<file path="src/rtl/tnrx_pkg.sv">
package tnrx_pkg;

	localparam logic [7:0] B_IAC  = 8'd255;
	localparam logic [7:0] B_DONT = 8'd254;
	localparam logic [7:0] B_DO   = 8'd253;
	localparam logic [7:0] B_WONT = 8'd252;
	localparam logic [7:0] B_WILL = 8'd251;
	localparam logic [7:0] B_SB   = 8'd250;
	localparam logic [7:0] B_EL   = 8'd248;
	localparam logic [7:0] B_EC   = 8'd247;
	localparam logic [7:0] B_AYT  = 8'd246;
	localparam logic [7:0] B_IP   = 8'd244;
	localparam logic [7:0] B_BRK  = 8'd243;
	localparam logic [7:0] B_SE   = 8'd240;

	localparam logic [7:0] CH_BEL = 8'h07;
	localparam logic [7:0] CH_CR  = 8'h0d;
	localparam logic [7:0] CH_LF  = 8'h0a;
	localparam logic [7:0] CH_NUL = 8'h00;

	localparam logic [7:0] OPT_BIN  = 8'd0;
	localparam logic [7:0] OPT_ECHO = 8'd1;
	localparam logic [7:0] OPT_SGA  = 8'd3;

	// slots of the tracked options; every other option entry stays clear
	localparam int SLOT_BIN  = 0;
	localparam int SLOT_ECHO = 1;
	localparam int SLOT_SGA  = 2;
	localparam int NUM_SLOTS = 3;

	// mode flag bits
	localparam int F_ECHO = 0;
	localparam int F_CRLF = 1;
	localparam int F_RAW  = 2;

	localparam logic [2:0] FLAGS_RESET = 3'b011;
	localparam logic [NUM_SLOTS-1:0] OUR_RESET = 3'b010;

	localparam logic [1:0] CFG_ERASE = 2'd0;
	localparam logic [1:0] CFG_KILL  = 2'd1;
	localparam logic [1:0] CFG_INTR  = 2'd2;

	localparam logic [7:0] ERASE_RESET = 8'd8;
	localparam logic [7:0] KILL_RESET  = 8'd21;
	localparam logic [7:0] INTR_RESET  = 8'd127;

	localparam logic [1:0] BEAT_IAC  = 2'd0;
	localparam logic [1:0] BEAT_VERB = 2'd1;
	localparam logic [1:0] BEAT_OPT  = 2'd2;

	localparam int QUEUE_DEPTH_DEF = 2;

	// one queued action: a terminal byte, or a three-byte reply iac/verb/opt
	typedef struct packed {
		logic       is_reply;
		logic [7:0] val;
		logic [7:0] opt;
		logic [2:0] flags;
	} item_t;

endpackage

</file>
<file path="src/rtl/tnrx_if.sv">
interface tnrx_byte_if;
	logic       valid;
	logic       ready;
	logic [7:0] rx_byte;
	modport source (output valid, output rx_byte, input ready);
	modport sink (input valid, input rx_byte, output ready);
endinterface

interface tnrx_result_if;
	logic       valid;
	logic       ready;
	logic [7:0] out_byte;
	logic       to_network;
	logic       last;
	logic       echo_on;
	logic       crlf_map_on;
	logic       raw_on;
	modport source (output valid, output out_byte, output to_network, output last,
		output echo_on, output crlf_map_on, output raw_on, input ready);
	modport sink (input valid, input out_byte, input to_network, input last,
		input echo_on, input crlf_map_on, input raw_on, output ready);
endinterface

interface tnrx_cfg_if;
	logic       valid;
	logic       ready;
	logic [1:0] index;
	logic [7:0] data;
	modport source (output valid, output index, output data, input ready);
	modport sink (input valid, input index, input data, output ready);
endinterface

</file>
<file path="src/rtl/tnrx_front.sv">
module tnrx_front (
	input  logic            clk,
	input  logic            arst_n,
	tnrx_byte_if.sink       rx,
	tnrx_cfg_if.sink        cfg,
	input  logic            full,
	output logic            push,
	output tnrx_pkg::item_t push_item
);

	typedef enum logic [3:0] {
		ST_DATA, ST_CMD, ST_CR, ST_SUB, ST_SUBI, ST_WILL, ST_WONT, ST_DO, ST_DONT
	} state_t;

	state_t state_q, nxt_state;
	logic [tnrx_pkg::NUM_SLOTS-1:0] peer_q, our_q, nxt_peer, nxt_our;
	logic [2:0] flags_q, nxt_flags;
	logic [7:0] erase_q, kill_q, intr_q;

	logic [7:0] c;
	logic       accept, emit, tracked, do_data, peer_bit, our_bit;
	logic [1:0] slot;
	tnrx_pkg::item_t item;

	assign c      = rx.rx_byte;
	assign accept = rx.valid && !full;
	assign rx.ready  = !full;
	assign cfg.ready = 1'b1;

	assign tracked = (c == tnrx_pkg::OPT_BIN) || (c == tnrx_pkg::OPT_ECHO)
		|| (c == tnrx_pkg::OPT_SGA);

	always_comb begin
		if (c == tnrx_pkg::OPT_BIN) begin
			slot = 2'(tnrx_pkg::SLOT_BIN);
		end else if (c == tnrx_pkg::OPT_ECHO) begin
			slot = 2'(tnrx_pkg::SLOT_ECHO);
		end else begin
			slot = 2'(tnrx_pkg::SLOT_SGA);
		end
	end

	assign peer_bit = tracked && peer_q[slot];
	assign our_bit  = tracked && our_q[slot];
	assign do_data  = (state_q == ST_DATA)
		|| ((state_q == ST_CR) && (c != tnrx_pkg::CH_NUL) && (c != tnrx_pkg::CH_LF));

	always_comb begin
		nxt_state = ST_DATA;
		nxt_peer  = peer_q;
		nxt_our   = our_q;
		nxt_flags = flags_q;
		emit      = 1'b0;
		item.is_reply = 1'b0;
		item.val      = c;
		item.opt      = c;
		unique case (state_q)
			ST_DATA, ST_CR: begin
				if (do_data) begin
					if (c == tnrx_pkg::B_IAC) begin
						nxt_state = ST_CMD;
					end else begin
						emit = 1'b1;
						if (!our_q[tnrx_pkg::SLOT_BIN] && c == tnrx_pkg::CH_CR) begin
							nxt_state = ST_CR;
						end
					end
				end
			end
			ST_CMD: begin
				priority if (c == tnrx_pkg::B_IP || c == tnrx_pkg::B_BRK) begin
					emit = 1'b1;
					item.val = flags_q[tnrx_pkg::F_RAW] ? tnrx_pkg::CH_NUL : intr_q;
				end else if (c == tnrx_pkg::B_AYT) begin
					emit = 1'b1;
					item.val = tnrx_pkg::CH_BEL;
				end else if (c == tnrx_pkg::B_EC) begin
					emit = 1'b1;
					item.val = erase_q;
				end else if (c == tnrx_pkg::B_EL) begin
					emit = 1'b1;
					item.val = kill_q;
				end else if (c == tnrx_pkg::B_SB) begin
					nxt_state = ST_SUB;
				end else if (c == tnrx_pkg::B_WILL) begin
					nxt_state = ST_WILL;
				end else if (c == tnrx_pkg::B_WONT) begin
					nxt_state = ST_WONT;
				end else if (c == tnrx_pkg::B_DO) begin
					nxt_state = ST_DO;
				end else if (c == tnrx_pkg::B_DONT) begin
					nxt_state = ST_DONT;
				end else if (c == tnrx_pkg::B_IAC) begin
					emit = 1'b1;
				end else begin
					nxt_state = ST_DATA;
				end
			end
			ST_SUB: begin
				nxt_state = (c == tnrx_pkg::B_IAC) ? ST_SUBI : ST_SUB;
			end
			ST_SUBI: begin
				nxt_state = (c == tnrx_pkg::B_SE) ? ST_DATA : ST_SUB;
			end
			ST_WILL: begin
				if (!peer_bit) begin
					emit = 1'b1;
					item.is_reply = 1'b1;
					if (tracked) begin
						if (c == tnrx_pkg::OPT_BIN) begin
							nxt_flags[tnrx_pkg::F_RAW] = 1'b1;
						end else if (c == tnrx_pkg::OPT_ECHO) begin
							nxt_flags[tnrx_pkg::F_ECHO] = 1'b0;
							nxt_flags[tnrx_pkg::F_CRLF] = 1'b0;
						end
						nxt_peer[slot] = 1'b1;
						item.val = tnrx_pkg::B_DO;
					end else begin
						item.val = tnrx_pkg::B_DONT;
					end
				end
			end
			ST_WONT: begin
				if (peer_bit) begin
					emit = 1'b1;
					item.is_reply = 1'b1;
					item.val = tnrx_pkg::B_DONT;
					if (c == tnrx_pkg::OPT_ECHO) begin
						nxt_flags[tnrx_pkg::F_ECHO] = 1'b1;
						nxt_flags[tnrx_pkg::F_CRLF] = 1'b1;
					end else if (c == tnrx_pkg::OPT_BIN) begin
						nxt_flags[tnrx_pkg::F_RAW] = 1'b0;
					end
					nxt_peer[slot] = 1'b0;
				end
			end
			ST_DO: begin
				if (!our_bit) begin
					emit = 1'b1;
					item.is_reply = 1'b1;
					if (tracked) begin
						if (c == tnrx_pkg::OPT_ECHO) begin
							nxt_flags[tnrx_pkg::F_ECHO] = 1'b1;
							nxt_flags[tnrx_pkg::F_CRLF] = 1'b1;
						end else if (c == tnrx_pkg::OPT_BIN) begin
							nxt_flags[tnrx_pkg::F_RAW] = 1'b1;
						end
						nxt_our[slot] = 1'b1;
						item.val = tnrx_pkg::B_WILL;
					end else begin
						item.val = tnrx_pkg::B_WONT;
					end
				end
			end
			ST_DONT: begin
				if (our_bit) begin
					emit = 1'b1;
					item.is_reply = 1'b1;
					item.val = tnrx_pkg::B_WONT;
					nxt_our[slot] = 1'b0;
				end
			end
			default: begin
				nxt_state = ST_DATA;
			end
		endcase
		item.flags = nxt_flags;
	end

	assign push      = accept && emit;
	assign push_item = item;

	always_ff @(posedge clk or negedge arst_n) begin
		if (!arst_n) begin
			state_q <= ST_DATA;
			peer_q  <= '0;
			our_q   <= tnrx_pkg::OUR_RESET;
			flags_q <= tnrx_pkg::FLAGS_RESET;
			erase_q <= tnrx_pkg::ERASE_RESET;
			kill_q  <= tnrx_pkg::KILL_RESET;
			intr_q  <= tnrx_pkg::INTR_RESET;
		end else begin
			if (accept) begin
				state_q <= nxt_state;
				peer_q  <= nxt_peer;
				our_q   <= nxt_our;
				flags_q <= nxt_flags;
			end
			if (cfg.valid) begin
				case (cfg.index)
					tnrx_pkg::CFG_ERASE: erase_q <= cfg.data;
					tnrx_pkg::CFG_KILL:  kill_q  <= cfg.data;
					tnrx_pkg::CFG_INTR:  intr_q  <= cfg.data;
					default: ;
				endcase
			end
		end
	end

endmodule

</file>
<file path="src/rtl/tnrx_fifo.sv">
module tnrx_fifo #(
	parameter int DEPTH = tnrx_pkg::QUEUE_DEPTH_DEF
) (
	input  logic            clk,
	input  logic            arst_n,
	input  logic            push,
	input  tnrx_pkg::item_t push_item,
	output logic            full,
	input  logic            pop,
	output logic            not_empty,
	output tnrx_pkg::item_t head
);

	localparam int PW = (DEPTH > 1) ? $clog2(DEPTH) : 1;
	localparam int CW = $clog2(DEPTH + 1);

	tnrx_pkg::item_t mem_q [DEPTH];
	logic [PW-1:0] wr_ptr_q, rd_ptr_q;
	logic [CW-1:0] count_q;

	assign full      = (count_q == CW'(DEPTH));
	assign not_empty = (count_q != '0);
	assign head      = mem_q[rd_ptr_q];

	function automatic logic [PW-1:0] next_ptr(input logic [PW-1:0] p);
		if (p == PW'(DEPTH - 1)) begin
			return '0;
		end
		return p + PW'(1);
	endfunction

	always_ff @(posedge clk or negedge arst_n) begin
		if (!arst_n) begin
			wr_ptr_q <= '0;
			rd_ptr_q <= '0;
			count_q  <= '0;
		end else begin
			if (push) begin
				wr_ptr_q <= next_ptr(wr_ptr_q);
			end
			if (pop) begin
				rd_ptr_q <= next_ptr(rd_ptr_q);
			end
			if (push && !pop) begin
				count_q <= count_q + CW'(1);
			end else if (pop && !push) begin
				count_q <= count_q - CW'(1);
			end
		end
	end

	always_ff @(posedge clk) begin
		if (push) begin
			mem_q[wr_ptr_q] <= push_item;
		end
	end

	a_no_overflow: assert property (@(posedge clk) disable iff (!arst_n)
		push |-> (count_q < CW'(DEPTH)))
		else $error("queue written while full");

	a_no_underflow: assert property (@(posedge clk) disable iff (!arst_n)
		pop |-> (count_q != '0))
		else $error("queue read while empty");

endmodule

</file>
<file path="src/rtl/tnrx_back.sv">
module tnrx_back (
	input  logic            clk,
	input  logic            arst_n,
	input  logic            not_empty,
	input  tnrx_pkg::item_t head,
	output logic            pop,
	tnrx_result_if.source   result
);

	logic            valid_q;
	logic [1:0]      beat_q;
	tnrx_pkg::item_t item_q;
	logic            is_last;

	assign is_last = !item_q.is_reply || (beat_q == tnrx_pkg::BEAT_OPT);
	assign pop     = not_empty && (!valid_q || (result.ready && is_last));

	always_ff @(posedge clk or negedge arst_n) begin
		if (!arst_n) begin
			valid_q <= 1'b0;
			beat_q  <= tnrx_pkg::BEAT_IAC;
		end else if (pop) begin
			valid_q <= 1'b1;
			beat_q  <= tnrx_pkg::BEAT_IAC;
		end else if (valid_q && result.ready) begin
			if (is_last) begin
				valid_q <= 1'b0;
			end else begin
				beat_q <= beat_q + 2'd1;
			end
		end
	end

	always_ff @(posedge clk) begin
		if (pop) begin
			item_q <= head;
		end
	end

	always_comb begin
		if (!item_q.is_reply) begin
			result.out_byte = item_q.val;
		end else begin
			case (beat_q)
				tnrx_pkg::BEAT_IAC:  result.out_byte = tnrx_pkg::B_IAC;
				tnrx_pkg::BEAT_VERB: result.out_byte = item_q.val;
				default:             result.out_byte = item_q.opt;
			endcase
		end
	end

	assign result.valid       = valid_q;
	assign result.to_network  = item_q.is_reply;
	assign result.last        = is_last;
	assign result.echo_on     = item_q.flags[tnrx_pkg::F_ECHO];
	assign result.crlf_map_on = item_q.flags[tnrx_pkg::F_CRLF];
	assign result.raw_on      = item_q.flags[tnrx_pkg::F_RAW];

	a_single_one_beat: assert property (@(posedge clk) disable iff (!arst_n)
		(valid_q && !item_q.is_reply) |-> (beat_q == tnrx_pkg::BEAT_IAC))
		else $error("terminal byte past its first beat");

	a_beat_range: assert property (@(posedge clk) disable iff (!arst_n)
		(beat_q == tnrx_pkg::BEAT_IAC) || (beat_q == tnrx_pkg::BEAT_VERB)
		|| (beat_q == tnrx_pkg::BEAT_OPT))
		else $error("reply beat out of range");

endmodule

</file>
<file path="src/rtl/telnet_receive_option_fsm.sv">
// telnet receive side with option negotiation
// rx: one network byte per transaction (valid/ready). result: bytes for the
// terminal side (to_network low) or iac/verb/option replies for the network
// (to_network high); last marks the final result of one network byte, and the
// echo, crlf and raw flags give the mode after that byte.
// cfg: register writes (index 0 erase, 1 kill, 2 interrupt character), always
// ready; the user must write them only while the block is idle, which the block
// itself does not enforce. a byte is classified in the cycle it is accepted; its
// first result passes the queue and the output register to the result port. a
// data or command byte gives one result per cycle while result is ready, so bytes
// flow back to back; a negotiation reply holds the output stage until its three
// reply bytes are taken. a short queue between the classifier and output stage
// lets rx keep accepting while result stalls; rx.ready drops only when it is full.
// reset: data state, peer options clear, our options clear except echo,
// echo and crlf mapping on, raw off, registers 8, 21 and 127, queue empty.
module telnet_receive_option_fsm #(
	parameter int QUEUE_DEPTH = tnrx_pkg::QUEUE_DEPTH_DEF
) (
	input  logic          clk,
	input  logic          arst_n,
	tnrx_byte_if.sink     rx,
	tnrx_result_if.source result,
	tnrx_cfg_if.sink      cfg
);

	logic            push, pop, full, not_empty;
	tnrx_pkg::item_t push_item, head;

	tnrx_front u_front (
		.clk       (clk),
		.arst_n    (arst_n),
		.rx        (rx),
		.cfg       (cfg),
		.full      (full),
		.push      (push),
		.push_item (push_item)
	);

	tnrx_fifo #(
		.DEPTH (QUEUE_DEPTH)
	) u_fifo (
		.clk       (clk),
		.arst_n    (arst_n),
		.push      (push),
		.push_item (push_item),
		.full      (full),
		.pop       (pop),
		.not_empty (not_empty),
		.head      (head)
	);

	tnrx_back u_back (
		.clk       (clk),
		.arst_n    (arst_n),
		.not_empty (not_empty),
		.head      (head),
		.pop       (pop),
		.result    (result)
	);

endmodule

</file>
<file path="src/flat_wrapper.sv">
// flat-port wrapper written by rule: the top's interface ports become plain ports
module telnet_receive_option_fsm_flat 
#(
	parameter int QUEUE_DEPTH = tnrx_pkg::QUEUE_DEPTH_DEF
)
  (clk, arst_n, rx_valid, rx_rx_byte, rx_ready, result_valid, result_out_byte, result_to_network, result_last, result_echo_on, result_crlf_map_on, result_raw_on, result_ready, cfg_valid, cfg_index, cfg_data, cfg_ready);
  tnrx_byte_if rx_i ();
  tnrx_result_if result_i ();
  tnrx_cfg_if cfg_i ();
  input  logic clk;
  input  logic arst_n;
  input wire logic [$bits(rx_i.valid)-1:0] rx_valid;
  input wire logic [$bits(rx_i.rx_byte)-1:0] rx_rx_byte;
  output wire logic [$bits(rx_i.ready)-1:0] rx_ready;
  output wire logic [$bits(result_i.valid)-1:0] result_valid;
  output wire logic [$bits(result_i.out_byte)-1:0] result_out_byte;
  output wire logic [$bits(result_i.to_network)-1:0] result_to_network;
  output wire logic [$bits(result_i.last)-1:0] result_last;
  output wire logic [$bits(result_i.echo_on)-1:0] result_echo_on;
  output wire logic [$bits(result_i.crlf_map_on)-1:0] result_crlf_map_on;
  output wire logic [$bits(result_i.raw_on)-1:0] result_raw_on;
  input wire logic [$bits(result_i.ready)-1:0] result_ready;
  input wire logic [$bits(cfg_i.valid)-1:0] cfg_valid;
  input wire logic [$bits(cfg_i.index)-1:0] cfg_index;
  input wire logic [$bits(cfg_i.data)-1:0] cfg_data;
  output wire logic [$bits(cfg_i.ready)-1:0] cfg_ready;
  assign rx_i.valid = rx_valid;
  assign rx_i.rx_byte = rx_rx_byte;
  assign rx_ready = rx_i.ready;
  assign result_valid = result_i.valid;
  assign result_out_byte = result_i.out_byte;
  assign result_to_network = result_i.to_network;
  assign result_last = result_i.last;
  assign result_echo_on = result_i.echo_on;
  assign result_crlf_map_on = result_i.crlf_map_on;
  assign result_raw_on = result_i.raw_on;
  assign result_i.ready = result_ready;
  assign cfg_i.valid = cfg_valid;
  assign cfg_i.index = cfg_index;
  assign cfg_i.data = cfg_data;
  assign cfg_ready = cfg_i.ready;
  telnet_receive_option_fsm #(.QUEUE_DEPTH(QUEUE_DEPTH)) u_core (.clk(clk), .arst_n(arst_n), .rx(rx_i), .result(result_i), .cfg(cfg_i));
endmodule
</file>
<file path="config.mk">
export PLATFORM = sky130hd
export DESIGN_NAME = telnet_receive_option_fsm_flat
export DESIGN_NICKNAME = d
export VERILOG_FILES = /design/src/rtl/tnrx_pkg.sv /design/src/rtl/tnrx_if.sv /design/src/rtl/tnrx_front.sv /design/src/rtl/tnrx_fifo.sv /design/src/rtl/tnrx_back.sv /design/src/rtl/telnet_receive_option_fsm.sv /design/src/flat_wrapper.sv
export SDC_FILE = /design/constraint.sdc
export NUM_CORES = 1
export LEC_CHECK = 0
export ABC_AREA = 0
export BUFFER_PORTS_ARGS = -buffer_cell sky130_fd_sc_hd__buf_2
export CORE_MARGIN = 10
export CORE_UTILIZATION = 45
export CTS_CLUSTER_SIZE = 14
export DETAILED_ROUTE_END_ITERATION = 10
export PLACE_DENSITY = 0.63
export SETUP_SLACK_MARGIN = 0.2
export SYNTH_ARGS = -nofsm -noshare
export SYNTH_HDL_FRONTEND = slang
export SYNTH_HIERARCHICAL = 1
export SYNTH_SLANG_ARGS = --single-unit
</file>
<file path="constraint.sdc">
create_clock -name clk -period 4.1 [get_ports clk]
set_clock_uncertainty 0.1 [all_clocks]
set_input_delay 0 -clock clk [delete_from_list [all_inputs] [get_ports clk]]
set_output_delay 0 -clock clk [all_outputs]
set_load 0.01 [all_outputs]
</file>
==> results of run 1 <==
## synth_stat cells (3+ instances only)
| master | count | share of area [%] |
|---|---|---|
| a32oi_1 | 3 | 0.47 |
| and2_1 | 4 | 0.45 |
| nor2b_1 | 8 | 0.90 |
| nand4_1 | 6 | 0.68 |
| nor3_1 | 10 | 0.90 |
| and4b_1 | 5 | 0.90 |
| clkbuf_1 | 12 | 0.81 |
| nand2b_1 | 7 | 0.79 |
| buf_2 | 5 | 0.45 |
| and3_1 | 4 | 0.45 |
| buf_4 | 10 | 1.4 |
| mux2_2 | 32 | 6.5 |
| o21ai_0 | 18 | 1.6 |
| nand3_1 | 5 | 0.45 |
| nor4_1 | 3 | 0.34 |
| a31oi_1 | 5 | 0.56 |
| a2bb2oi_1 | 10 | 1.6 |
| ha_1 | 4 | 0.90 |
| o22ai_1 | 6 | 0.68 |
| or2_2 | 3 | 0.34 |
| o32a_1 | 6 | 1.1 |
| xor2_1 | 4 | 0.63 |
| edfxtp_1 | 60 | 33 |
| buf_6 | 5 | 1.0 |
| mux2i_1 | 5 | 0.90 |
| nor2_1 | 23 | 1.6 |
| dfstp_2 | 14 | 6.6 |
| buf_1 | 6 | 0.41 |
| o22a_1 | 9 | 1.4 |
| nand3b_1 | 4 | 0.54 |
| nand2_1 | 21 | 1.4 |
| a21oi_1 | 22 | 2.0 |
| inv_1 | 19 | 1.3 |
| mux2_4 | 19 | 5.1 |
| dfrtp_1 | 30 | 14 |
## state kept, by name, indices dropped and copies added, names as in the netlist, 2 cells and up, named ones only
name,flops
u_core/u_front/flags_q,3
u_core/u_front/intr_q,8
u_core/u_front/state_q,4
u_core/u_fifo/count_q,2
u_core/u_front/erase_q,8
u_core/u_fifo/mem_q,40
u_core/u_front/kill_q,8
u_core/u_back/item_q,16
u_core/u_back/beat_q,2
## worst paths after layout
path / start / end / slack, ns / cells past startpoint
worst min register to register: u_core/u_fifo/count_q[1] / u_core/u_fifo/count_q[1] / 0.39 / 1
worst max register to register: u_core/u_front/state_q[1] / u_core/u_fifo/mem_q[0][11] / 1.13 / 6
worst max-delay path: u_core/u_front/state_q[1] / u_core/u_fifo/mem_q[0][11] / 1.13 / 6
min in group asynchronous: arst_n / asynchronous set/reset pin / 0.26 / 2
max in group asynchronous: arst_n / u_core/u_fifo/wr_ptr_q / 3.04 / 2
worst min-delay path: rx_rx_byte[0] / u_core/u_fifo/mem_q[0][3] / 0.02 / 1
## layer usage
| layer | GRT usage, % | wire [um] | vias up | share of wire [%] |
|---|---|---|---|---|
| li1 | - | - | 1807 | - |
| met1 | 17.8 | 5130 | 1855 | 43 |
| met2 | 23.1 | 5800 | 132 | 49 |
| met3 | 2.62 | 629 | 25 | 5.3 |
| met4 | 5.82 | 235 | 0 | 2.0 |
| met5 | 0 | 0 | - | 0 |
## through the flow
stage / utilization (%) / power, uW / setup slack [ns]
floorplan: - / 2520 / 0.894
global placement: 47.7 / 2760 / 1.21
detailed placement: 47.7 / 2790 / 1.14
CTS: 51.4 / 3640 / 1.13
global route: 51.4 / 3820 / 0.821
finish: 51.4 / 3600 / 1.13
## power by group
part	internal, uW	switching [uW]
Clock	429	400
Combinational	559	523
Sequential	1460	222
Total	2450	1140
## layout make-up
type	count	area, um2
Sequential cell	104	2920
Tap cell	147	184
Multi-Input combinational cell	299	2320
Fill cell	1076	5840
Timing Repair Buffer	57	370
Clock inverter	7	71.3
Inverter	20	75.1
Clock buffer	9	225
## critical path: stages (launching register included)
cell      delay [ns]
dfrtp_1         0.62
or4b_1          0.78
nor2_1          0.19
a21boi_0        0.14
a31oi_1         0.37
nor2b_1         0.18
buf_4           0.28
## timing repair
action | CTS | global route
hold buffers | 14 | 0
endpoints found under the hold margin | 63 | 0
setup buffers | 0 | 0
## cells by family after synthesis
logic type	count (synthesis)
flops	104
buf+inv	58
compound gates	113
fa+ha+maj	4
other cells	1
simple gates	119
mux	56
xor+xnor	6
==> impl_metrics.yaml, run 1 <==
floorplanning:
  coreArea_um2: 12000
  die_y_um: 131
  die_area_um2: 17200
  initial_core_util_pct: 46.1
  fp-row-count: 40
  io_pins: 39
  fp.dieW_um: 131
synth:
  synthDistinctLibCells: 80
  synth_nets: 488
  ys_async_sr_fraction_pct: 42.3
  synth_edf_count: 60
  synth_top_family_by_area: "compound AO/OA/AOI/OAI gates"
  yosys.area_share.simple_pct: 12.6
  synthXorXnorAreaFrac_pct: 0.948
  ys_seq_elements: 104
  netlist_area_um2: 5540
  synthFlopType: "edfxtp_1"
  synth_compound_area_share_pct: 14.9
  syn_inst: 461
  synth_fa_ha_area_share_pct: 0.903
  syn_avg_cell_area_um2: 12.0
  ys_warn_count: 6
  yosysSeqAreaShare_pct: 52.7
  synth_mux_area_share_pct: 12.6
layout:
  synthToLayoutAreaGrowth_pct: 11.3
  nets: 518
  drive_above_1_share_pct: 27.6
  final_common_cell: "edfxtp_1"
  postLayoutCellArea_um2: 6170
  fin_cells: 643
  antenna_cells: 0
  final_cell_mix: "60 x edfxtp_1, 37 x buf_2, 32 x mux2_2, 30 x dfrtp_1, 23 x nor2_1"
timing:
  timing.final.hold_violations: 0
  rsz0062_at_grt: "no"
  relSlewSlack_pct: 21.7
  period_minus_slack_ns: 2.97
  worst_pin_slew_ns: 1.17
  timing.hold.ws_ns: 0.0168
  max_freq_ghz: 0.336
  finalSetupViolations: 0
  drv_slew: 0
  setup_tns_ns: 0
  period_share_pct: 72.6
grt:
  grt_pass1_wl_um: 19000
  grtUsageTotal_pct: 14.0
  grt_pass1_vias: 3733
  antenna_found_initial: 0
  grt_max_degree: 45
  grt-ovfl-total: 0
clocking:
  cts_tree: "done"
  cts_buffers: 9
  cts_resized: 0
  clock_latency_ns: 0.34
  path_clk_slew_ns: 0.07
  cts_root_buf: "clkbuf_16"
  clockBufferDepth: 2
  cts_num_sinks: 104
  htree_num_levels: 3
power_and_ir_drop:
  ir_drop_v: 0.000212
  power_density_nw_per_um2: 583
  p_leak_uw: 0.00237
critical_path:
  crit_fanout: 23
  required_ns: 4.03
  critPathArrivalTime_ns: 2.90
  setup.worst_path.end_class: "flop"
  path_class: "flop to flop"
  cp-start-kind: "flop"
drt:
  postRouteAntennaNets: 0
  num_vias: 3819
  routedWlPerCell_um: 18.4
  viasPerCell: 5.94
  drt_wl_total_um: 11800
  drc: 0
  drt_iter0_drc: 343
  first_pass_iters: 6
flow_run:
  max_cap_viol_count: 0
place:
  io_buffers: 37
  hpwlAfterDp_um: 8300
  dp.cells: 613
  place_congestion: 0.929
  dpl_cell_area_um2: 5730
run_status:
  status: "finished clean"
hold_path:
  hp-class: "input port to flop"
Note: power is estimated with default switching activity, not from simulation.
==> run 2, diff against run 1 <==
--- a/config.mk
+++ b/config.mk
@@ -5,7 +5,7 @@
 export SDC_FILE = /design/constraint.sdc
 export NUM_CORES = 1
 export LEC_CHECK = 0
-export ABC_AREA = 0
+export ABC_AREA = 1
 export BUFFER_PORTS_ARGS = -buffer_cell sky130_fd_sc_hd__buf_2
 export CORE_MARGIN = 10
 export CORE_UTILIZATION = 45
==> constraint.sdc (replaced) <==
create_clock -name clk -period 2.8 [get_ports clk]
set_clock_uncertainty 0.1 [all_clocks]
set_input_delay 0 -clock clk [delete_from_list [all_inputs] [get_ports clk]]
set_output_delay 0 -clock clk [all_outputs]
set_load 0.01 [all_outputs]
==> run 2 against run 1 <==
Utilization increased by 2.6 points. Sequential share of layout area decreased by 0.56 points. Area after synthesis decreased by 3.1%. Total power increased by 34%. Non-clock buffer count increased by 10. Critical path depth increased by 6.
==> impl_metrics.yaml, run 2 <==
power_and_ir_drop:
  power_density_nw_per_um2: 773
  ir_drop_v: 0.000310
  p_leak_uw: 0.00273
timing:
  timing.final.hold_violations: 0
  period_minus_slack_ns: 2.48
  relSlewSlack_pct: 33.7
  timing.hold.ws_ns: 0.0815
  rsz0062_at_grt: "no"
  period_share_pct: 88.5
  worst_pin_slew_ns: 0.995
  finalSetupViolations: 0
  setup_tns_ns: 0
  max_freq_ghz: 0.403
  drv_slew: 0
critical_path:
  timing.critical_path.mode_cell: "nor2_4"
  path_class: "input port to flop"
  critical_path.slowest_cell: "dlygate4sd3_1"
  r2r_cells: 10
  required_ns: 2.75
  rrSetupSlack_ns: 0.36
  cp-start-kind: "input port"
  critPathArrivalTime_ns: 2.43
  cp_slowest_stage_delay_ns: 0.54
  critPathTopFamily: "buffers and inverters"
  crit_fanout: 20
  path_buf_inv: 4
  rr_endpoint: "u_core/u_fifo/mem_q[0][0]"
  setup.worst_path.end_class: "flop"
  path_cells: "dlygate4sd3_1 > buf_2 > nor2_4 > nand2_4 > nor3_4 > nand4_4 > o21ai_4 > nor2_2 > a21oi_2 > inv_1 > nor2_4 > buf_12"
  r2r-start: "u_core/u_front/state_q[0]"
clocking:
  clock_latency_ns: 0.35
  cts_num_sinks: 104
  path_clk_slew_ns: 0.07
  htree_num_levels: 3
  clockBufferDepth: 2
  cts_buffers: 9
  cts_tree: "done"
  cts_root_buf: "clkbuf_16"
drt:
  postRouteAntennaNets: 0
  routedWlPerCell_um: 14.7
  drt_wl_total_um: 11300
  viasPerCell: 5.11
  num_vias: 3907
  drc: 0
  first_pass_iters: 5
  drt_iter0_drc: 366
hold_path:
  min-delay-start: "rx_valid"
  holdPathEnd: "u_core/u_front/flags_q[0]"
  hold_path_depth: 4
  hp-class: "input port to flop"
grt:
  grt_pass1_wl_um: 18900
  antenna_found_initial: 0
  grt-ovfl-total: 0
  grtUsageTotal_pct: 14.1
  grt_max_degree: 45
  grt_pass1_vias: 3868
synth:
  synthTopCellsByArea: "edfxtp_1 34%, dfrtp_1 14%, nand2_1 10%"
  netlist_area_um2: 5370
  synth_commonest_cells: "143 x nand2_1, 60 x edfxtp_1, 57 x inv_1"
  synth_top_area_share_pct: 33.6
  yosys.area_share.simple_pct: 23.3
  synth_top_family_by_area: "simple AND/OR/NAND/NOR gates"
  ys_async_sr_fraction_pct: 42.3
  synth.most_common_cell: "nand2_1"
  synth_edf_count: 60
  synth_nets: 582
  ys_warn_count: 6
  synthXorXnorAreaFrac_pct: 0.490
  synthDistinctLibCells: 46
  synth_mux_area_share_pct: 5.52
  syn_inst: 555
  synth_fa_ha_area_share_pct: 0.932
  synth_area_leader_cell: "edfxtp_1"
  yosysSeqAreaShare_pct: 54.4
  ys_seq_elements: 104
  synth_compound_area_share_pct: 8.41
  syn_avg_cell_area_um2: 9.67
  synthFlopType: "edfxtp_1"
floorplanning:
  fp.dieW_um: 129
  io_pins: 39
  initial_core_util_pct: 46.4
  die_area_um2: 16700
  die_y_um: 129
  coreArea_um2: 11600
  fp-row-count: 39
layout:
  postLayoutCellArea_um2: 6240
  final_common_cell: "nand2_1"
  synthToLayoutAreaGrowth_pct: 16.3
  largest_register: "u_core/u_fifo/mem_q"
  utilization_pct: 54.0
  nets: 643
  reg_top3: "u_core/u_fifo/mem_q x40, u_core/u_back/item_q x16"
  nFillCells: 1015
  drive_above_1_share_pct: 23.0
  largest_reg_flops: 40
  final_cell_mix: "142 x nand2_1, 60 x edfxtp_1, 56 x inv_1, 45 x o21ai_0, 36 x buf_2"
  antenna_cells: 0
place:
  dpl_cell_area_um2: 5670
  io_buffers: 37
  hpwlAfterDp_um: 8220
  place_congestion: 0.919
flow_run:
  max_cap_viol_count: 0
run_status:
  status: "finished clean"
==> run 2: changes by cell type after synthesis, sizes merged, moves of 8 or more <==
cell,previous run,this run
inv,20,64
clkbuf,12,4
a21oi,23,14
nand2,21,151
o21ai,19,50
a2bb2oi,10,1
nor2,23,47
mux2,51,20
o22a,10,0
nand3,5,41
buf,26,13
nand4,6,14
nor2b,9,0
nand2b,8,0
==> run 2: worst max-delay path by stage <==
| stage | slack (ns) | depth (start not counted) | startpoint | endpoint |
|---|---|---|---|---|
| detailed placement | 0.30 | 10 | u_core/u_front/state_q[0] | u_core/u_fifo/mem_q[0][2] |
| CTS | 0.21 | 16 | rx_rx_byte[1] | u_core/u_fifo/mem_q[0][0] |
| finish | 0.32 | 12 | rx_rx_byte[7] | u_core/u_fifo/mem_q[0][0] |
| global placement | 0.40 | 10 | u_core/u_front/state_q[0] | u_core/u_fifo/mem_q[0][2] |
| global route | 0.18 | 16 | rx_rx_byte[1] | u_core/u_fifo/mem_q[0][0] |
| floorplan | 0.30 | 9 | u_core/u_front/state_q[3] | u_core/u_fifo/mem_q[1][0] |
==> run 2: logic make-up after synthesis <==
family | Yosys count
multiplexers | 20
XOR/XNOR | 3
AO/OA/AOI/OAI | 80
flip-flops | 104
other | 1
adder cells (fa/ha/maj) | 4
buffers and inverters | 82
AND/OR/NAND/NOR | 261
==> run 2: per-stage QoR <==
stage,total power (uW),std cells,setup WS [ns]
5_1_grt,5130,764,0.185
3_3_place_gp,3500,725,0.403
4_1_cts,4870,759,0.206
3_5_place_dp,3540,725,0.304
6_report,4830,764,0.321
2_1_floorplan,3170,555,0.297
==> run 2: layer usage <==
| metal | global-route usage, % | wire, um |
|---|---|---|
| met1 | 17.6 | 5040 |
| met2 | 23.5 | 5420 |
| met3 | 2.94 | 619 |
| met4 | 5.15 | 184 |
| met5 | 0 | 0 |
==> run 2: power breakdown <==
part	switching (uW)	internal [uW]
Clock	566	732
Sequential	167	2080
Combinational	702	577
==> run 2: cell type report <==
| cell class | instances | area [um2] | share of cell area [%] |
|---|---|---|---|
| sequential | 104 | 2920 | 46.8 |
| tap | 143 | 179 | 2.87 |
| clock buffer | 10 | 239 | 3.83 |
| timing repair buffer | 67 | 483 | 7.74 |
| clock inverter | 6 | 75.1 | 1.20 |
| inverter | 65 | 249 | 3.99 |
| multi-input combinational | 369 | 2100 | 33.6 |
==> run 2: tightest hold or removal path, stage by stage <==
cell and delay [ns]:
buf_2 0.07, nand2_1 0.26, nand2_1 0.14, nand2_1 0.05
==> run 2: repair_timing <==
action / CTS / global route
hold buffers: 18 / 0
hold endpoints to repair: 73 / 0
resized for setup: 0 / 12
endpoints found under the setup margin: 0 / 41
setup buffers: 0 / 5
